**config.mk**
```make
export PLATFORM = sky130hd
export DESIGN_NAME = ffba_tally
export DESIGN_NICKNAME = d
export VERILOG_FILES = /design/src/rtl/ffba_pkg.sv /design/src/rtl/ffba_tally.sv
export SDC_FILE = /design/constraint.sdc
export NUM_CORES = 1
export LEC_CHECK = 0
export ABC_CLOCK_PERIOD_IN_PS = 3500
export BUFFER_PORTS_ARGS = -buffer_cell sky130_fd_sc_hd__buf_2
export CAP_MARGIN = 10
export CORE_MARGIN = 1
export CORE_UTILIZATION = 47
export CTS_CLUSTER_SIZE = 28
export DETAILED_ROUTE_END_ITERATION = 10
export PLACE_DENSITY = 0.77
export SETUP_SLACK_MARGIN = 0.02
export SYNTH_ARGS = -nofsm -noshare
export SYNTH_HDL_FRONTEND = slang
export SYNTH_SLANG_ARGS = --single-unit
export TNS_END_PERCENT = 10
```
**constraint.sdc**
```tcl
create_clock -name clk -period 3.5 [get_ports clk]
set_input_delay 0.175 -clock clk [delete_from_list [all_inputs] [get_ports clk]]
set_output_delay 0.175 -clock clk [all_outputs]
set_load 0.01 [all_outputs]
```
**src/rtl/ffba_pkg.sv**
```systemverilog
// ----------------------------------------------------------------------------
// ffba_pkg
// Shared types and constants for the first-fit bin allocator.
// ----------------------------------------------------------------------------
package ffba_pkg;

  localparam int FFBA_NUM_BINS   = 16;
  localparam int FFBA_VALUE_BITS = 16;

  // fixed widths of the port fields
  localparam int OP_W    = 2;
  localparam int IDX_W   = 4;
  localparam int FIELD_W = 16;
  localparam int CNT_W   = 5;
  localparam int COST_W  = 20;

  localparam logic [CNT_W-1:0] BINS_IN_USE_RST = 5'd16;

  typedef enum logic [OP_W-1:0] {
    OP_LOAD  = 2'd0,
    OP_PLACE = 2'd1,
    OP_CLEAR = 2'd2
  } op_t;

  // control half of a request word walking down the cell row
  typedef struct packed {
    logic valid;
    op_t  op;
    logic found;  // some earlier cell took the item
    logic inc;    // a bin became non-empty
    logic dec;    // a non-empty bin was reloaded
  } tok_ctl_t;

endpackage

```
**src/rtl/ffba_tally.sv**
```systemverilog
// ----------------------------------------------------------------------------
// ffba_tally
// End of the cell row: keeps the non-empty count and total cost, holds the
// result word and generates the row-wide advance.
// ----------------------------------------------------------------------------
module ffba_tally
  import ffba_pkg::*;
#(
  parameter int VALUE_BITS = FFBA_VALUE_BITS,
  parameter int BIN_W      = 4
) (
  input  logic                  clk,
  input  logic                  rst_n,
  input  tok_ctl_t              ctl_i,
  input  logic [BIN_W-1:0]      chosen_i,
  input  logic [VALUE_BITS-1:0] cused_i,
  input  logic [VALUE_BITS-1:0] dcost_i,
  input  logic                  out_ready_i,
  output logic                  adv_o,
  output logic                  out_valid_o,
  output logic                  out_placed_o,
  output logic [IDX_W-1:0]      out_chosen_bin_o,
  output logic [FIELD_W-1:0]    out_chosen_used_o,
  output logic [CNT_W-1:0]      out_bins_nonempty_o,
  output logic [COST_W-1:0]     out_total_cost_o
);

  logic                out_valid_r;
  logic                placed_r;
  logic [IDX_W-1:0]    chosen_r;
  logic [FIELD_W-1:0]  cused_r;
  logic [CNT_W-1:0]    cnt_r, cnt_nxt;
  logic [COST_W-1:0]   tcost_r, tcost_nxt;
  logic [COST_W-1:0]   delta;

  assign adv_o = !out_valid_r || out_ready_i;

  always_comb begin
    cnt_nxt   = cnt_r;
    tcost_nxt = tcost_r;
    delta     = COST_W'(dcost_i);
    if (ctl_i.valid) begin
      priority if (ctl_i.op == OP_CLEAR) begin
        cnt_nxt   = '0;
        tcost_nxt = '0;
      end else if (ctl_i.inc) begin
        cnt_nxt   = cnt_r + 1'b1;
        tcost_nxt = tcost_r + delta;
      end else if (ctl_i.dec) begin
        cnt_nxt   = cnt_r - 1'b1;
        tcost_nxt = tcost_r - delta;
      end else begin
        cnt_nxt   = cnt_r;
        tcost_nxt = tcost_r;
      end
    end
  end

  always_ff @(posedge clk) begin
    if (!rst_n) begin
      out_valid_r <= 1'b0;
      cnt_r       <= '0;
      tcost_r     <= '0;
    end else if (adv_o) begin
      out_valid_r <= ctl_i.valid;
      cnt_r       <= cnt_nxt;
      tcost_r     <= tcost_nxt;
    end
  end

  always_ff @(posedge clk) begin
    if (adv_o) begin
      placed_r <= ctl_i.found;
      chosen_r <= IDX_W'(chosen_i);
      cused_r  <= FIELD_W'(cused_i);
    end
  end

  assign out_valid_o         = out_valid_r;
  assign out_placed_o        = placed_r;
  assign out_chosen_bin_o    = chosen_r;
  assign out_chosen_used_o   = cused_r;
  assign out_bins_nonempty_o = cnt_r;
  assign out_total_cost_o    = tcost_r;

endmodule

```
Word level (Yosys, flattened, before mapping). Cells that the tools add are included.

Memories: 0. Register bits after elaboration: 47. Latch bits: 0. Output and inout bits: 48. Word-level logic and storage cells: 21. Bits in read-only memories: 0. RAM bits: 0.

Muxes and demuxes: 6. Equality and inequality tests: 1. Order comparisons: 0. Reduce and logical (&&, ||, !) cells: 4. Shift operators: 0. Bitwise logic cells: 0. Add/sub/neg operators: 4. Div/mod/pow operators: 0. Multiply operators: 0.

Operator list (count): 20-bit two-way mux (3); 20-bit by 16-bit adder with 20-bit output (1); 20-bit by 16-bit subtractor with 20-bit output (1); 5-bit two-way mux (3); 5-bit by 1-bit adder with 5-bit output, second input constant (1); 5-bit by 1-bit subtractor with 5-bit output, second input constant (1); 3-bit AND reduction (1); 3-bit nonzero test (1); 2-bit equality test, second input constant (1); 1-bit logical NOT (1); 1-bit logical OR (1).

Logic depth before layout (Yosys ltp). Gate-level depths: netlist (run 1).

Depth in word-level cells: 4. Mapped depth: 15.

Worst setup path after synthesis (run 1). Ideal clock, no wire load.

Path kind: input to register. Start: input dcost_i[6]. End: register tcost_r[19], in the netlist out_total_cost_o[19]. Path buffers: 0. Slack: 181 ps. Setup time: 122 ps. Arrival: 3197 ps. Stages: 12. Path through: or4_4 > nor3_1 > a21oi_1 > xor2_1 > ha_1 > and3_4 > and4_4 > a221o_1 > or3_1 > a31oi_1 > a21o_2 > mux2i_1.

Longest elaborated chain between the ends: 4. Elaborated cells between the ends (all ways): 5.

RTL lines: start, declared (line ffba_tally.sv:17) `input logic [VALUE_BITS-1:0] dcost_i,`; 20-bit by 16-bit subtractor with 20-bit output (line ffba_tally.sv:51) `tcost_nxt = tcost_r - delta;`; 20-bit two-way mux (line ffba_tally.sv:49) `end else if (ctl_i.dec) begin`; 20-bit two-way mux (*) (line ffba_tally.sv:46) `end else if (ctl_i.inc) begin`; 20-bit two-way mux (*) (line ffba_tally.sv:43) `priority if (ctl_i.op == OP_CLEAR) begin`; end signal, assigned (line ffba_tally.sv:67) `tcost_r <= tcost_nxt;`; end, declared (line ffba_tally.sv:33) `logic [COST_W-1:0] tcost_r, tcost_nxt;`.

Every way passes the cells marked *; elsewhere a longest branch is shown, timed or not. The select of a mux whose other input is x is not followed. A chain may end at the register's enable or synchronous reset.

Worst setup path in the final report (run 1).
Start: input dcost_i[5]. End: register tcost_r[19], in the netlist out_total_cost_o[19].

Same word-level chain as after synthesis.

==> reports/results.ini, run 1 <==
[run_status]
status=finished clean

[final_layout]
final_area_um2=3720
nets=490
antenna_cells=0
final_cell_mix=buf_2, a21oi_1, nor2_1
fin_cells=494
drive_gt1_share_pct=28.4
syn_to_final_growth_pct=23.1
layout_commonest_cell=buf_2

[global_routing]
grt_max_degree=24
gr-total-overflow=0
grt.total_usage_pct=21.9
grt_pass1_wl_um=11300
met2_usage_pct=35.7
globalRouteMet1Util_pct=29.5
top_usage_layer=met2
antenna_found_initial=0
first_global_vias=2439
use_met3_pct=3.41

[timing]
slew_violations=0
rsz0062_at_grt=false
period_share_pct=88.7
fin_hold_ws_ns=0.0515
final.setup_skew_ns=0.00259
hold_viol=0
max_freq_mhz=322
report.final.setup_viol=0
setup_ws_ns=0.394
fin_tns_setup_ns=0
relSlewSlack_pct=70.0
fin_crit_ns=3.11
worst_slew_pin_slew_ns=0.449

[synth]
postSynthAreaPerCell_um2=9.46
synth.top_cell.area_share_pct=20.8
synth_area_leader_cell=edfxtp_1
synth_ff_type=dfxtp_1
yosysUniqueCellTypes=52
syn_nets=392
synth_area_leaders=edfxtp_1, dfxtp_1, ha_1
ys_ff_latch=47
netlist_area_um2=3030
synthCells=320
synth_edf_count=21
yosysWarnings=0
async_reset_ff_share_pct=0
seq_area_frac_synth_pct=38.0

[clock_network]
post_cts_buffers=0
cts_tree=built
cts.root.buffer_cell=clkbuf_8
post_cts_resize_count=0
cts_buffers=5
clock-sinks=47
worstSkewPairLatency_ns=0.29
cts.path.max_buffers=2
clk_pin_slew_ns=0.09
holdBufCountCts=0
h-tree-depth=2

[routing]
routed_wl_um=6980
via_per_inst=5.37
first_pass_iters=4
drt_first_iter_violations=84
wl_per_cell_um=14.1
drc=0
antenna_left=0
vias=2655

[floorplan]
die_w_um=82.2
start_util_pct=49.9
die_y_um=82.2
dieArea_um2=6760
core_area_um2=6060
rows=28
num_io_pins=93

[worst_setup_path]
crit_fanout=6
end_kind=flip-flop
worst-setup-path-type=input pin to flip-flop
required_ns=3.69
worst-r2r-setup-slack_ns=1.12
arrival_ns=3.29
cp-start-kind=input pin

[placement]
numPortBuffers=92
hpwl_um=5420
place_area_um2=3590
routabilityCongestion=0.860
dp_cells=486
pre_cts_ws_ns=0.131

[power_and_ir_drop]
max-vdd-ir-drop_uv=242
p_leak_uw=0.00181
p_per_area_nw_per_um2=425

[worst_hold_path]
hold_path_class=input pin to flip-flop

[flow_run]
cap_violations=0

area by class of cell:
type                    count  area (µm²)
repair buffers            102         536
well taps                  75        93.8
clock buffers               6        72.6
clock inverters             2        60.1
fillers                   527        2340
multi-input cells         245        1750
flip-flops and latches     47        1150
inverters                  17        63.8
worst max-delay path: stages:
cell,delay (ns)
buf_2,0.12
or4_4,0.54
nor3_1,0.19
buf_4,0.17
nor2_1,0.05
xnor2_1,0.13
ha_1,0.34
a21oi_1,0.22
o21ai_0,0.17
a221o_1,0.36
or3_1,0.36
a31oi_1,0.23
a21o_2,0.16
mux2i_1,0.05
metrics by stage:
step           utilization [%]  power, µW
6_report                  61.5       1580
5_1_grt                   61.5       1690
4_1_cts                   61.5       1610
3_5_place_dp              59.3       1130
3_3_place_gp              59.3       1120
2_1_floorplan                -        985
worst paths after layout:
| path | from | to | depth (start not counted) |
|---|---|---|---|
| worst max-delay path | dcost_i[5] | out_total_cost_o[19] | 14 |
| worst min-delay path | cused_i[15] | out_chosen_used_o[15] | 1 |
| worst max register to register | out_total_cost_o[4] | out_total_cost_o[18] | 8 |
| worst min register to register | out_total_cost_o[19] | out_total_cost_o[19] | 1 |
sequential cells by signal (all words and copies together), names as in the netlist:
register,flops
out_bins_nonempty_o,5
out_placed_o,1
out_chosen_used_o,16
out_total_cost_o,20
out_valid_o,1
out_chosen_bin_o,4
cells in the mapped netlist (all sizes together), types with 4 or more instances:
master,number
or4,4
mux2i,4
a21o,14
clkbuf,8
xor2,16
nor2,28
edfxtp,21
nand2b,5
o21ai,15
nand4,4
a31oi,4
nand3,5
nor3,7
ha,25
a22oi,6
dfxtp,26
nand2,19
xnor2,14
inv,17
a211oi,4
a21oi,30
report_power, final:
group | leakage (µW) | internal (µW) | switching, µW | total (µW)
sequential | 0.000430 | 619 | 27.9 | 647
clock | 0.0000654 | 285 | 179 | 464
combinational | 0.00131 | 213 | 259 | 472
total | 0.00181 | 1120 | 465 | 1580
cells by family (layout without fill, tap and decap cells):
kind of cell / after synthesis / after routing / synth area share (%)
AOI/OAI and AO/OA: 94 / 94 / 20.5
and+or+nand+nor: 89 / 89 / 15.3
DFF: 47 / 47 / 38.0
xor gates and xnor gates: 30 / 30 / 8.68
buffers and inverters: 28 / 127 / 4.22
adders and majority gates: 27 / 27 / 11.7
muxes: 5 / 5 / 1.69
per-layer routing:
| metal | part of all wire [%] | wire length (µm) | vias up |
|---|---|---|---|
| met1 | 47 | 3300 | 1192 |
| li1 | - | - | 1372 |
| met5 | 0 | 0 | - |
| met3 | 7.4 | 518 | 2 |
| met2 | 45 | 3120 | 89 |
| met4 | 0.57 | 40 | 0 |
No activity file was read; power rests on OpenSTA's default activity.
==> run 2: changes to the inputs <==
--- a/config.mk
+++ b/config.mk
@@ -5,14 +5,14 @@
 export SDC_FILE = /design/constraint.sdc
 export NUM_CORES = 1
 export LEC_CHECK = 0
-export ABC_CLOCK_PERIOD_IN_PS = 3500
+export ABC_CLOCK_PERIOD_IN_PS = 3400
 export BUFFER_PORTS_ARGS = -buffer_cell sky130_fd_sc_hd__buf_2
 export CAP_MARGIN = 10
 export CORE_MARGIN = 1
-export CORE_UTILIZATION = 47
+export CORE_UTILIZATION = 52
 export CTS_CLUSTER_SIZE = 28
 export DETAILED_ROUTE_END_ITERATION = 10
-export PLACE_DENSITY = 0.77
+export PLACE_DENSITY = 0.81
 export SETUP_SLACK_MARGIN = 0.02
 export SYNTH_ARGS = -nofsm -noshare
 export SYNTH_HDL_FRONTEND = slang
==> constraint.sdc (replaced) <==
create_clock -name clk -period 3.4 [get_ports clk]
set_input_delay 0.17 -clock clk [delete_from_list [all_inputs] [get_ports clk]]
set_output_delay 0.17 -clock clk [all_outputs]
set_load 0.01 [all_outputs]
==> run 2 against run 1 <==
Compared with the run above:
- sequential power rose by 3%
- sequential cell count did not move
- register-to-register slack got worse by 0.13 ns
- die area fell by 9.4%
- routed wire length rose by 0.20%
- combinational power rose by 4%
- count of clock-buffer cells in the layout fell by 1
- via count rose by 3.1%
- utilization rose by 4.8 points
- cell count fell by 0.81%
- global-route usage rose by 1.3 points
- critical path type unchanged
- largest cell class unchanged
- highest routed layer unchanged
==> reports/results.ini, run 2 (synthesized netlist as in run 1, its figures left out) <==
[final_layout]
drive_gt1_share_pct=28.5  ; was 28.4%
nets=489  ; was 490
final.fill_count=502  ; was 527
layout_commonest_cell=buf_2  ; unchanged
antenna_cells=0  ; unchanged
syn_to_final_growth_pct=22.0  ; was 23.1%
post-route-util_pct=66.3  ; was 61.5%
largest_reg_flops=20  ; unchanged
final_cell_mix=buf_2, a21oi_1, nor2_1  ; unchanged

[routing]
wl_per_cell_um=14.3  ; was 14.1 µm
routed_wl_um=6990  ; was 6980 µm
drt_first_iter_violations=124  ; was 84
antenna_left=0  ; unchanged
vias=2736  ; was 2655
drc=0  ; unchanged
via_per_inst=5.58  ; was 5.37
first_pass_iters=4  ; unchanged

[timing]
report.final.setup_viol=0  ; unchanged
slew_violations=0  ; unchanged
fin_tns_setup_ns=0  ; unchanged
final.setup_skew_ns=0.0126  ; was 0.00259 ns
relSlewSlack_pct=69.3  ; was 70.0%
fin_crit_ns=3.07
period_share_pct=90.2
max_freq_mhz=326
setup_ws_ns=0.334  ; was 0.394 ns
rsz0062_at_grt=false  ; unchanged
hold_viol=0  ; unchanged
worst_slew_pin_slew_ns=0.459  ; was 0.449 ns

[run_status]
status=finished clean  ; unchanged

[worst_setup_path]
arrival_ns=3.27  ; was 3.29 ns
cp-start-kind=input pin  ; unchanged
required_ns=3.60  ; was 3.69 ns
end_kind=flip-flop  ; unchanged
r2r-start=out_total_cost_o[4]  ; unchanged
worst-setup-path-type=input pin to flip-flop  ; unchanged
crit_fanout=6  ; unchanged
startpoint=dcost_i[6]  ; was dcost_i[5]

[global_routing]
grt_max_degree=24  ; unchanged
first_global_vias=2471  ; was 2439
antenna_found_initial=0  ; unchanged
grt.total_usage_pct=23.2  ; was 21.9%
grt_pass1_wl_um=11200  ; was 11300 µm
gr-total-overflow=0  ; unchanged

[worst_hold_path]
hp-start=cused_i[0]  ; was cused_i[15]
hold_path_class=input pin to flip-flop  ; unchanged

[clock_network]
h-tree-depth=2  ; unchanged
clk_pin_slew_ns=0.10  ; was 0.09 ns
cts_tree=built  ; unchanged
cts.root.buffer_cell=clkbuf_8  ; unchanged
clock-sinks=47  ; unchanged
holdBufCountCts=0  ; unchanged
post_cts_resize_count=0  ; unchanged
cts_buffers=5  ; unchanged
worstSkewPairLatency_ns=0.31  ; was 0.29 ns
cts.path.max_buffers=2  ; unchanged
post_cts_buffers=0  ; unchanged

[placement]
numPortBuffers=92  ; unchanged
pre_cts_ws_ns=0.0606  ; was 0.131 ns
hpwl_um=5510  ; was 5420 µm
routabilityCongestion=0.943  ; was 0.860

[power_and_ir_drop]
swShare_pct=31.6  ; was 29.4%
max-vdd-ir-drop_uv=189  ; was 242 µV
clkPwrFrac_pct=26.4  ; was 29.3%
netSwitchingPower_uw=497  ; was 465 µW
p_per_area_nw_per_um2=426  ; was 425 nW/µm²
finalPower_uw=1570  ; was 1580 µW
p_leak_uw=0.00180  ; was 0.00181 µW
seq_power_share_pct=42.4  ; was 40.9%
pwr-share-comb_pct=31.2  ; was 29.8%
power.internal_uw=1080  ; was 1120 µW

[floorplan]
dieArea_um2=6130  ; was 6760 µm²
rows=27  ; was 28
num_io_pins=93  ; unchanged
die_y_um=78.3  ; was 82.2 µm
start_util_pct=54.3  ; was 49.9%
die_w_um=78.3  ; was 82.2 µm
core_area_um2=5570  ; was 6060 µm²

[flow_run]
cap_violations=0  ; unchanged

[run 2: cell count changes in the layout (fill, tap and decap cells not counted)]
cell / previous run / this run
buf_4: 10 / 9
bufinv_16: 2 / 1
clkbuf_1: 1 / 0
clkinv_2: 0 / 1
clkinv_4: 0 / 1
[run 2: final timing paths]
kind | end | slack, ns | cells after the start
worst max register to register | out_total_cost_o[16] | 0.99 | 8
worst min-delay path | out_chosen_used_o[0] | 0.04 | 1
worst min register to register | out_total_cost_o[19] | 0.49 | 1
worst max-delay path | out_total_cost_o[19] | 0.33 | 14
[run 2: metrics by stage]
step | cell area [µm²] | std cells | hold slack [ns]
floorplan | 3030 | 320 | 0.269
global placement | 3580 | 482 | 0.346
detailed placement | 3580 | 482 | 0.348
CTS | 3690 | 490 | 0.0330
global route | 3690 | 490 | 0.0290
finish | 3690 | 490 | 0.0409
[run 2: final cells by class]
| type | instances | area, µm² | share of cell area (%) |
|---|---|---|---|
| Multi-Input combinational cell | 245 | 1750 | 47.3 |
| Inverter | 17 | 63.8 | 1.73 |
| Timing Repair Buffer | 101 | 528 | 14.3 |
| Clock inverter | 3 | 43.8 | 1.19 |
| Clock buffer | 5 | 68.8 | 1.86 |
| Tap cell | 72 | 90.1 | 2.44 |
| Sequential cell | 47 | 1150 | 31.2 |
[run 2: worst max-delay path: stages]
cell	delay [ns]
buf_2	0.11
or4_4	0.56
nor3_1	0.19
buf_4	0.17
nor2_1	0.05
xnor2_1	0.13
ha_1	0.34
a21oi_1	0.21
o21ai_0	0.17
a221o_1	0.37
or3_1	0.37
a31oi_1	0.21
a21o_2	0.15
mux2i_1	0.05
[run 2: per-layer routing]
layer,up-vias,GRT usage [%],part of all wire (%)
met5,-,0,0
met4,0,7.78,1.0
met3,8,3.72,5.6
met2,109,38.2,44
met1,1247,30.9,49
li1,1372,-,-
[run 2: power groups by stage]
stage / sequential (µW) / combinational [µW] / clock [µW]
floorplan: 698 / 316 / 0
global placement: 678 / 475 / 0
detailed placement: 680 / 485 / 0
CTS: 667 / 489 / 423
global route: 672 / 541 / 446
finish: 666 / 491 / 415
