## src/rtl/ffba_pkg.sv

```systemverilog
// ----------------------------------------------------------------------------
// ffba_pkg
// Shared types and constants for the first-fit bin allocator.
// ----------------------------------------------------------------------------
package ffba_pkg;

  localparam int FFBA_NUM_BINS   = 16;
  localparam int FFBA_VALUE_BITS = 16;

  // fixed widths of the port fields
  localparam int OP_W    = 2;
  localparam int IDX_W   = 4;
  localparam int FIELD_W = 16;
  localparam int CNT_W   = 5;
  localparam int COST_W  = 20;

  localparam logic [CNT_W-1:0] BINS_IN_USE_RST = 5'd16;

  typedef enum logic [OP_W-1:0] {
    OP_LOAD  = 2'd0,
    OP_PLACE = 2'd1,
    OP_CLEAR = 2'd2
  } op_t;

  // control half of a request word walking down the cell row
  typedef struct packed {
    logic valid;
    op_t  op;
    logic found;  // some earlier cell took the item
    logic inc;    // a bin became non-empty
    logic dec;    // a non-empty bin was reloaded
  } tok_ctl_t;

endpackage

```

## src/rtl/ffba_cell.sv

```systemverilog
// ----------------------------------------------------------------------------
// ffba_cell
// One bin: capacity, cost, usage and non-empty mark. Applies a passing
// request word to its bin and hands the word to the next cell.
// ----------------------------------------------------------------------------
module ffba_cell
  import ffba_pkg::*;
#(
  parameter int VALUE_BITS = FFBA_VALUE_BITS,
  parameter int BIN_W      = 4,
  parameter int CELL_ID    = 0
) (
  input  logic                  clk,
  input  logic                  rst_n,
  input  logic                  adv_i,
  input  logic [CNT_W-1:0]      bins_in_use_i,
  input  tok_ctl_t              ctl_i,
  input  logic [IDX_W-1:0]      idx_i,
  input  logic [VALUE_BITS-1:0] cap_i,
  input  logic [VALUE_BITS-1:0] cost_i,
  input  logic [VALUE_BITS-1:0] size_i,
  input  logic [BIN_W-1:0]      chosen_i,
  input  logic [VALUE_BITS-1:0] cused_i,
  input  logic [VALUE_BITS-1:0] dcost_i,
  output tok_ctl_t              ctl_o,
  output logic [IDX_W-1:0]      idx_o,
  output logic [VALUE_BITS-1:0] cap_o,
  output logic [VALUE_BITS-1:0] cost_o,
  output logic [VALUE_BITS-1:0] size_o,
  output logic [BIN_W-1:0]      chosen_o,
  output logic [VALUE_BITS-1:0] cused_o,
  output logic [VALUE_BITS-1:0] dcost_o
);

  tok_ctl_t              ctl_r, ctl_nxt;
  logic [IDX_W-1:0]      idx_r;
  logic [VALUE_BITS-1:0] tcap_r, tcost_r, size_r, cused_r, cused_nxt, dcost_r, dcost_nxt;
  logic [BIN_W-1:0]      chosen_r, chosen_nxt;

  logic [VALUE_BITS-1:0] cap_r, cap_nxt, cost_r, cost_nxt, used_r, used_nxt;
  logic                  mark_r, mark_nxt;

  logic [VALUE_BITS:0]   sum;
  logic                  fits, hit_idx, in_range;

  always_comb begin
    ctl_nxt    = ctl_i;
    chosen_nxt = chosen_i;
    cused_nxt  = cused_i;
    dcost_nxt  = dcost_i;
    cap_nxt    = cap_r;
    cost_nxt   = cost_r;
    used_nxt   = used_r;
    mark_nxt   = mark_r;
    sum        = {1'b0, used_r} + {1'b0, size_i};
    fits       = (sum <= {1'b0, cap_r});
    hit_idx    = (int'(idx_i) == CELL_ID);
    in_range   = (int'(bins_in_use_i) > CELL_ID);
    if (ctl_i.valid) begin
      unique case (ctl_i.op)
        OP_LOAD: begin
          if (hit_idx) begin
            // reload empties the bin; old cost leaves the total
            ctl_nxt.dec = mark_r;
            dcost_nxt   = cost_r;
            used_nxt    = '0;
            mark_nxt    = 1'b0;
            cap_nxt     = cap_i;
            cost_nxt    = cost_i;
          end
        end
        OP_PLACE: begin
          if (!ctl_i.found && in_range && fits) begin
            used_nxt      = sum[VALUE_BITS-1:0];
            ctl_nxt.found = 1'b1;
            chosen_nxt    = BIN_W'(CELL_ID);
            cused_nxt     = sum[VALUE_BITS-1:0];
            if (!mark_r) begin
              mark_nxt    = 1'b1;
              ctl_nxt.inc = 1'b1;
              dcost_nxt   = cost_r;
            end
          end
        end
        OP_CLEAR: begin
          used_nxt = '0;
          mark_nxt = 1'b0;
        end
        default: ;
      endcase
    end
  end

  always_ff @(posedge clk) begin
    if (!rst_n) begin
      ctl_r  <= '0;
      cap_r  <= '0;
      cost_r <= '0;
      used_r <= '0;
      mark_r <= 1'b0;
    end else if (adv_i) begin
      ctl_r  <= ctl_nxt;
      cap_r  <= cap_nxt;
      cost_r <= cost_nxt;
      used_r <= used_nxt;
      mark_r <= mark_nxt;
    end
  end

  always_ff @(posedge clk) begin
    if (adv_i) begin
      idx_r    <= idx_i;
      tcap_r   <= cap_i;
      tcost_r  <= cost_i;
      size_r   <= size_i;
      chosen_r <= chosen_nxt;
      cused_r  <= cused_nxt;
      dcost_r  <= dcost_nxt;
    end
  end

  assign ctl_o    = ctl_r;
  assign idx_o    = idx_r;
  assign cap_o    = tcap_r;
  assign cost_o   = tcost_r;
  assign size_o   = size_r;
  assign chosen_o = chosen_r;
  assign cused_o  = cused_r;
  assign dcost_o  = dcost_r;

endmodule

```

## config.mk

```make
export PLATFORM = sky130hd
export DESIGN_NAME = ffba_cell
export DESIGN_NICKNAME = d
export VERILOG_FILES = /design/src/rtl/ffba_pkg.sv /design/src/rtl/ffba_cell.sv
export SDC_FILE = /design/constraint.sdc
export NUM_CORES = 1
export LEC_CHECK = 0
export BUFFER_PORTS_ARGS = -buffer_cell sky130_fd_sc_hd__buf_2
export CAP_MARGIN = 5
export CORE_UTILIZATION = 30
export DETAILED_ROUTE_END_ITERATION = 8
export PLACE_DENSITY = 0.6
export SLEW_MARGIN = 10
export SYNTH_ARGS = -nofsm -noshare
export SYNTH_HDL_FRONTEND = slang
export SYNTH_SLANG_ARGS = --single-unit
export TNS_END_PERCENT = 20
```

## constraint.sdc

```tcl
create_clock -name clk -period 5 [get_ports clk]
set_input_delay 1 -clock clk [delete_from_list [all_inputs] [get_ports clk]]
set_output_delay 1 -clock clk [all_outputs]
set_load 0.1 [all_outputs]
```

# Yosys cells after proc, flatten, opt, wreduce, memory -nomap -nowiden

Index checks and enable logic that the tools add are counted.
W data, S select, Z words.

Register bits: 143
Bits in latches: 0
Memory bits (writable): 0
Bits in read-only memories: 0
Output and inout port bits: 94
Memories kept: 0

Add/sub/neg operators: 1
$mul: 0
Div/mod/pow operators: 0
Magnitude comparators: 2
Equal/unequal tests: 4
Shift-type cells: 0
Multiplexer cells: 23
Bitwise logic cells: 0
Reduce and logical (&&, ||, !) cells: 8

Operator list:

| operator             | count |
|---|---|
| $mux W16             | 9 |
| $pmux W16 S3         | 1 |
| $pmux W16 S2         | 1 |
| $add A16 B16 Y17     | 1 |
| $le A17 B16 Y1       | 1 |
| $mux W4              | 3 |
| $gt A5 B1 Y1 const B | 1 |
| $mux W1              | 5 |
| $reduce_and A5 Y1    | 1 |
| $logic_not A4 Y1     | 1 |
| $mux W2              | 2 |
| $ne A2 B2 Y1 const B | 2 |
| $reduce_and A4 Y1    | 1 |
| $mux W3              | 1 |
| $pmux W1 S3          | 1 |
| $reduce_bool A3 Y1   | 1 |
| $eq A2 B1 Y1 const B | 1 |
| $eq A2 B2 Y1 const B | 1 |
| $logic_and A1 B1 Y1  | 2 |
| $logic_not A2 Y1     | 1 |
| $logic_not A1 Y1     | 1 |

# Longest topological paths before layout

Gate-level depths: netlist of run 1.

Depth in word-level cells: 6
Gate-level depth with buffers: 18
Depth with buffers taken out: 16

# Worst setup path before layout of run 1

Ideal clock, no wire load.

Kind: input to register
Start: in size_i[0]
End: reg cused_r[0] (netlist: cused_o[0]), data pin
Library setup time: 0.260 ns
Arrival time: 4.878 ns
Setup slack: -0.138 ns
Stages on the path: 16
Cells stage by stage: ha_1 -> fa_1 -> a21oi_1 -> a2bb2oi_1 -> a21boi_1 -> a221o_1 -> o41ai_1 -> xnor2_1 -> ha_1 -> a2111oi_0 -> o21ai_1 -> a2111oi_4 -> o21ai_1 -> or3_4 -> buf_6 -> mux2_4

Longest elaborated chain between the ends: 6

RTL lines:

| what                 | line             | text |
|---|---|---|
| start, declared      | ffba_cell.sv:21  | `input logic [VALUE_BITS-1:0] size_i,` |
| $add A16 B16 Y17 *   | ffba_cell.sv:55  | `sum = {1'b0, used_r} + {1'b0, size_i};` |
| $le A17 B16 Y1       | ffba_cell.sv:56  | `fits = (sum <= {1'b0, cap_r});` |
| $logic_and A1 B1 Y1  | ffba_cell.sv:73  | `if (!ctl_i.found && in_range && fits) begin` |
| $mux W16 *           | ffba_cell.sv:73  |  |
| $mux W16 *           | ffba_cell.sv:60  | `unique case (ctl_i.op)` |
| $mux W16 *           | ffba_cell.sv:59  | `if (ctl_i.valid) begin` |
| via cused_nxt[0]     | ffba_cell.sv:37  | `logic [VALUE_BITS-1:0] tcap_r, tcost_r, size_r, cused_r, cused_nxt, dcost_r, dcost_nxt;` |
| end signal, assigned | ffba_cell.sv:117 | `cused_r <= cused_nxt;` |
| end, declared        | ffba_cell.sv:37  |  |

The timed path passes the listed nets; every way through them passes the cells marked *.
A chain may end at the register's enable or synchronous reset.

# Worst setup path after layout of run 1

Start: in size_i[0]
End: reg chosen_r[3] (netlist: chosen_o[3]), data pin

Longest elaborated chain between the ends: 6

RTL lines:

| what                 | line             | text |
|---|---|---|
| $add A16 B16 Y17     | ffba_cell.sv:55  |  |
| $le A17 B16 Y1       | ffba_cell.sv:56  |  |
| $logic_and A1 B1 Y1  | ffba_cell.sv:73  |  |
| $mux W4              | ffba_cell.sv:73  |  |
| $mux W4              | ffba_cell.sv:60  |  |
| $mux W4              | ffba_cell.sv:59  |  |
| via chosen_nxt[3]    | ffba_cell.sv:38  | `logic [BIN_W-1:0] chosen_r, chosen_nxt;` |
| end signal, assigned | ffba_cell.sv:116 | `chosen_r <= chosen_nxt;` |
| end, declared        | ffba_cell.sv:38  |  |

The timed path passes the listed nets, and every way through them passes these cells.

==> impl_metrics.py, run 1 <==
metrics = {
    "critical_path": {
        "cp_common_cell": "ha_1",
        "critPathKind": "input port to flip-flop",
        "cp_cell_sequence": "buf_2, ha_1, fa_2, a21oi_2, a2bb2oi_2, a21boi_1, a221o_1, o41ai_2, xnor2_1, ha_1, a2111oi_0, o21ai_1, a2111oi_4, o21ai_2, or3_4, buf_4, and2_1",
        "cp_slowest_cell": "or3_4",
        "critical_path_peak_fanout": 17,
        "cp_data_required_time_ns": 5.17,
        "max_stage_delay_ns": 0.51,
        "endpoint_kind": "flip-flop",
        "critPathLaunchType": "input port",
        "critPathArrivalTime_ns": 4.93,
    },
    "global_routing": {
        "grt_start_max_net_pins": 69,
        "grt_pass1_vias": 5660,
        "track_usage": 0.176,
        "grt_pass1_wl_um": 31700,
        "antenna_found_initial": 5,
        "grt_overflow": 0,
    },
    "clocking": {
        "clock_sinks": 143,
        "cts_max_path_buffers": 2,
        "clk_latency_ns": 0.42,
        "ctsResizeCount": 0,
        "path_clk_slew_ns": 0.06,
        "cts-root-buf": "clkbuf_16",
        "htree_levels": 4,
        "postCtsSetupRepairBufs": 0,
        "numCtsBuffers": 17,
        "cts_tree": "built",
        "postCtsHoldBufs": 0,
    },
    "min_path": {
        "hp-class": "flip-flop to flip-flop",
    },
    "logic_synthesis": {
        "synth-main-ff-cell": "edfxtp_1",
        "synth_cell_types": 58,
        "syn_area_mm2": 0.00690,
        "synth-seq-area-share": 0.543,
        "synth_edf_count": 88,
        "syn_inst": 631,
        "syn_area_per_cell_um2": 10.9,
        "syn_nets": 766,
        "yosys_warnings": 0,
        "async_flop_share": 0,
        "synth_seq_cells": 143,
    },
    "detailed_routing": {
        "wl_um": 20700,
        "drt_iter0_drc": 377,
        "drc_errors": 0,
        "vias": 5979,
        "ant_nets": 0,
        "viasPerCell": 5.19,
        "wire_per_inst_um": 18.0,
        "drt_pre_antenna_iters": 7,
    },
    "finish": {
        "area_growth_syn_to_layout_pct": 31.2,
        "layout_commonest_cell": "buf_2",
        "fin_nets": 988,
        "final_util": 0.401,
        "final_cell_area_mm2": 0.00905,
        "layout_common_cells": "194 x buf_2, 88 x edfxtp_1, 76 x nand2_1",
        "drive_gt1_frac": 0.346,
    },
    "timing": {
        "rsz0062_at_grt": "no",
        "maxSlewViolCount": 0,
        "tightest_slew_ns": 0.980,
        "setup_viol": 0,
        "skew_ns": 0.0106,
        "fin_crit_ns": 4.76,
        "fin_ws_ns": 0.242,
        "slew-limit-headroom": 0.347,
        "hold_viol_final": 0,
        "max_freq_mhz": 210,
        "finalCritPeriodShare": 0.952,
    },
    "floorplan": {
        "die_w_um": 154,
        "io_pins": 196,
        "row_count": 55,
        "core-area_mm2": 0.0226,
        "die_area_mm2": 0.0236,
        "start_util": 0.306,
        "die_h_um": 154,
    },
    "pwr": {
        "p_leak_nw": 3.66,
        "p_per_area_mw_per_mm2": 372,
        "peakVddDrop_mv": 0.178,
    },
    "placement": {
        "place.gp.congestion": 0.864,
        "dpl.hpwl_um": 14900,
        "io_buffers": 195,
        "placedInstanceArea_mm2": 0.00845,
        "dpl_worst_slack_ns": -0.258,
    },
    "job": {
        "cap_violations": 0,
    },
    "run_status": {
        "status": "complete, no violations",
    },
}
[cell type report]
type / count / area [um2]
repair buffers: 240 / 1330
flip-flops and latches: 143 / 3740
diodes: 1 / 2.50
clock buffers: 22 / 464
well taps: 285 / 357
clock inverters: 10 / 136
fillers: 2273 / 13500
inverters: 27 / 101
multi-input cells: 424 / 2920
[cell families (layout without fill, tap and decap cells)]
group                      Yosys count  after routing  share of synthesized area
and+or+nand+nor                    205            205                      0.147
AOI/OAI and AO/OA                  157            157                      0.159
DFF                                143            143                      0.543
buffers and inverters               64            299                     0.0392
adders and majority gates           33             33                     0.0609
muxes                               18             18                     0.0372
xor gates and xnor gates            11             11                     0.0140
other                                0              1                          0
[stage by stage]
| step | hold slack, ns | total power, mW | instances | TNS [ns] |
|---|---|---|---|---|
| floorplan | 0.436 | 1.90 | 631 | 0 |
| global placement | 0.447 | 2.09 | 1119 | -3.74 |
| detailed placement | 0.449 | 2.09 | 1119 | -5.10 |
| CTS | 0.457 | 3.40 | 1151 | 0 |
| global route | 0.479 | 3.49 | 1151 | 0 |
| finish | 0.454 | 3.37 | 1152 | 0 |
[layer usage]
| metal | part of all wire | vias up | track usage | routed length, um |
|---|---|---|---|---|
| li1 | - | 2856 | - | - |
| met1 | 0.42 | 2854 | 0.212 | 8700 |
| met2 | 0.49 | 235 | 0.294 | 10100 |
| met3 | 0.078 | 30 | 0.0631 | 1610 |
| met4 | 0.014 | 4 | 0.0548 | 285 |
| met5 | 0.0013 | - | 0 | 26 |
[registers in the layout, indices dropped and copies added (netlist names)]
signal / count
cap_o: 16
cap_r: 16
cost_o: 16
cost_r: 16
cused_o: 16
dcost_o: 16
size_o: 16
used_r: 16
ctl_o: 6
chosen_o: 4
idx_o: 4
mark_r: 1
[power by group]
group / internal (mW) / leakage (nW) / total [mW] / switching (mW)
logic: 0.145 / 2.06 / 0.730 / 0.585
clock network: 0.810 / 0.298 / 1.31 / 0.496
registers: 1.32 / 1.31 / 1.34 / 0.0157
[final timing paths]
check             slack [ns]      start  cells after the start          end
setup / recovery        0.24  size_i[0]                     17  chosen_o[3]
hold / removal          0.45   cap_r[9]                      2     cap_r[9]
setup reg to reg        0.63  used_r[0]                     16  chosen_o[3]
hold reg to reg         0.45   cap_r[9]                      2     cap_r[9]
[worst max-delay path, delay by kind of cell]
family	cells	cell delay (ns)
AO/OA/AOI/OAI	9	1.90
XOR/XNOR	1	0.18
adder cells (fa/ha/maj)	3	0.85
buffers and inverters	2	0.32
AND/OR/NAND/NOR	2	0.66
[synthesized netlist by cell type, types with 2 or more instances]
cell type | instances | area share
nor3_1 | 25 | 0.018
o31ai_1 | 4 | 0.0044
nor4_1 | 18 | 0.016
a2bb2oi_1 | 2 | 0.0025
a221o_1 | 17 | 0.025
ha_1 | 32 | 0.058
nand4_1 | 18 | 0.016
buf_1 | 3 | 0.0016
buf_6 | 3 | 0.0049
a211oi_1 | 17 | 0.018
xnor2_1 | 9 | 0.011
and2_1 | 5 | 0.0045
and3_1 | 3 | 0.0027
nor2_1 | 17 | 0.0092
mux2i_1 | 2 | 0.0029
or2_1 | 2 | 0.0018
a221oi_1 | 3 | 0.0038
o22ai_1 | 16 | 0.015
a2111oi_4 | 2 | 0.0080
buf_2 | 6 | 0.0044
edfxtp_1 | 88 | 0.38
or3_1 | 2 | 0.0018
a41o_1 | 2 | 0.0029
nand3_1 | 23 | 0.017
nand2b_1 | 3 | 0.0027
a21o_1 | 9 | 0.0098
mux2_4 | 15 | 0.033
inv_1 | 26 | 0.014
o21a_1 | 3 | 0.0033
or4_1 | 3 | 0.0033
a21oi_1 | 59 | 0.043
a31oi_1 | 4 | 0.0036
clkbuf_1 | 25 | 0.014
o21ai_0 | 3 | 0.0022
nand2_1 | 76 | 0.041
dfxtp_1 | 55 | 0.16
o21ai_1 | 5 | 0.0036
nor2b_1 | 5 | 0.0045
xor2_1 | 2 | 0.0025
(Power assumes the default switching activity.)
==> run 2: changes to the inputs <==
--- a/config.mk
+++ b/config.mk
@@ -15,3 +15,3 @@
 export SYNTH_HDL_FRONTEND = slang
 export SYNTH_SLANG_ARGS = --single-unit
-export TNS_END_PERCENT = 20
+export TNS_END_PERCENT = 5
==> constraint.sdc (replaced) <==
create_clock -name clk -period 5 [get_ports clk]
set_input_delay 0.75 -clock clk [delete_from_list [all_inputs] [get_ports clk]]
set_output_delay 0.75 -clock clk [all_outputs]
set_load 0.1 [all_outputs]
==> run 2 against run 1 <==
Effect of this change:
- worst setup slack better by 0.062 ns
- combinational power is 2% lower
- sequential power about the same
- global-route usage down 0.33 points
- hold slack gained 0.00054 ns
- sequential cell count unchanged
- clock skew grew 0.0015 ns
- die area unchanged
- power rose by 2.5%
- critical path type unchanged
- highest routed layer unchanged
==> impl_metrics.py, run 2 (synthesis gave the netlist of run 1 again) <==
metrics = {
    "finish": {
        "fin_nets": 974,
        "stdcell_count": 1142,
        "layout_common_cells": "194 x buf_2, 88 x edfxtp_1, 76 x nand2_1",
        "drive_gt1_frac": 0.331,
        "layout_commonest_cell": "buf_2",
        "n_fill_cell": 2281,
        "area_growth_syn_to_layout_pct": 30.2,
        "seqCellArea_mm2": 0.00374,
        "multi_input_area_mm2": 0.00290,
    },
    "timing": {
        "slew-limit-headroom": 0.140,
        "tightest_slew_ns": 1.28,
        "fin_crit_ns": 4.70,
        "hold_viol_final": 0,
        "finalCritPeriodShare": 0.939,
        "rsz0062_at_grt": "no",
        "max_freq_mhz": 213,
        "maxSlewViolCount": 0,
        "skew_ns": 0.0120,
        "fin_ws_ns": 0.303,
        "setup_viol": 0,
        "setup_tns_ns": 0,
        "whs_ns": 0.455,
    },
    "floorplan": {
        "io_pins": 196,
        "start_util": 0.306,
        "die_w_um": 154,
        "row_count": 55,
        "die_h_um": 154,
        "die_area_mm2": 0.0236,
        "core-area_mm2": 0.0226,
    },
    "global_routing": {
        "grt_pass1_vias": 5635,
        "antenna_found_initial": 4,
        "grt_start_max_net_pins": 53,
        "grt_overflow": 0,
        "grt_pass1_wl_um": 31200,
        "track_usage": 0.173,
    },
    "critical_path": {
        "critPathLaunchType": "input port",
        "critPathArrivalTime_ns": 4.86,
        "cp_cell_sequence": "buf_2, ha_1, fa_1, a21oi_1, a2bb2oi_1, a21boi_1, a221o_1, o41ai_2, xnor2_1, ha_1, a2111oi_0, o21ai_1, a2111oi_4, o21ai_1, or3_4, mux2_1",
        "critical_path_peak_fanout": 17,
        "max_stage_delay_ns": 0.51,
        "cp_data_required_time_ns": 5.17,
        "cp_slowest_cell": "or3_4",
        "endpoint_kind": "flip-flop",
        "critPathKind": "input port to flip-flop",
    },
    "placement": {
        "dp.cells": 1105,
        "dpl_worst_slack_ns": -0.270,
        "place.gp.congestion": 0.913,
        "dpl.hpwl_um": 14400,
        "io_buffers": 195,
    },
    "clocking": {
        "postCtsHoldBufs": 0,
        "clk_latency_ns": 0.42,
        "numCtsBuffers": 17,
        "path_clk_slew_ns": 0.06,
        "cts_tree": "built",
        "clock_sinks": 143,
        "htree_levels": 4,
        "cts_max_path_buffers": 2,
        "cts-root-buf": "clkbuf_16",
    },
    "detailed_routing": {
        "vias": 5883,
        "drc_errors": 0,
        "wl_um": 20200,
        "ant_nets": 0,
        "drt_iter0_drc": 344,
        "drt_pre_antenna_iters": 5,
        "viasPerCell": 5.15,
        "wire_per_inst_um": 17.7,
    },
    "run_status": {
        "status": "complete, no violations",
    },
    "pwr": {
        "p_leak_nw": 3.60,
        "peakVddDrop_mv": 0.170,
        "p_per_area_mw_per_mm2": 385,
    },
    "min_path": {
        "hp-class": "flip-flop to flip-flop",
    },
    "job": {
        "cap_violations": 0,
    },
}
-- run 2: final cells by class --
cell class              instances  share of cell area
flip-flops and latches        143               0.417
inverters                      27              0.0113
diodes                          5             0.00139
multi-input cells             424               0.323
repair buffers                226               0.136
well taps                     285              0.0397
clock inverters                11              0.0212
clock buffers                  21              0.0502
-- run 2: final timing paths --
check / from / endpoint / slack, ns / depth (start not counted)
worst min register to register: cap_r[9] / cap_r[9] / 0.45 / 2
worst max-delay path: size_i[0] / cused_o[15] / 0.30 / 16
worst min-delay path: cap_r[9] / cap_r[9] / 0.45 / 2
worst max register to register: used_r[0] / cused_o[15] / 0.45 / 15
-- run 2: critical path, delay by kind of cell --
family          cells  cell delay [ns]
compound gates      9             2.03
fa+ha+maj           3             0.88
simple gates        1             0.51
mux                 1             0.37
xor+xnor            1             0.19
buf+inv             1             0.11
-- run 2: through the flow --
stage                util  total power [mW]  cell area, um2
global placement    0.369              2.08            8320
floorplan               -              1.90            6900
finish              0.398              3.46            8980
detailed placement  0.369              2.08            8320
global route        0.397              3.57            8970
CTS                 0.397              3.49            8960
-- run 2: what timing repair did --
| action | CTS | global route |
|---|---|---|
| gates resized for setup | 0 | 1 |
| setup endpoints to repair | 0 | 20 |
| buffers inserted | 0 | 0 |
-- run 2: power by group --
part	total, mW	switching, mW	internal (mW)
logic	0.719	0.580	0.139
registers	1.34	0.0161	1.32
clock network	1.40	0.503	0.898
total	3.46	1.10	2.36
-- run 2: layer usage --
layer | routed length [um] | track usage | vias up
li1 | - | - | 2835
met2 | 9600 | 0.285 | 229
met5 | 8 | 0 | -
met3 | 1580 | 0.0578 | 20
met1 | 8780 | 0.215 | 2797
met4 | 277 | 0.0486 | 2
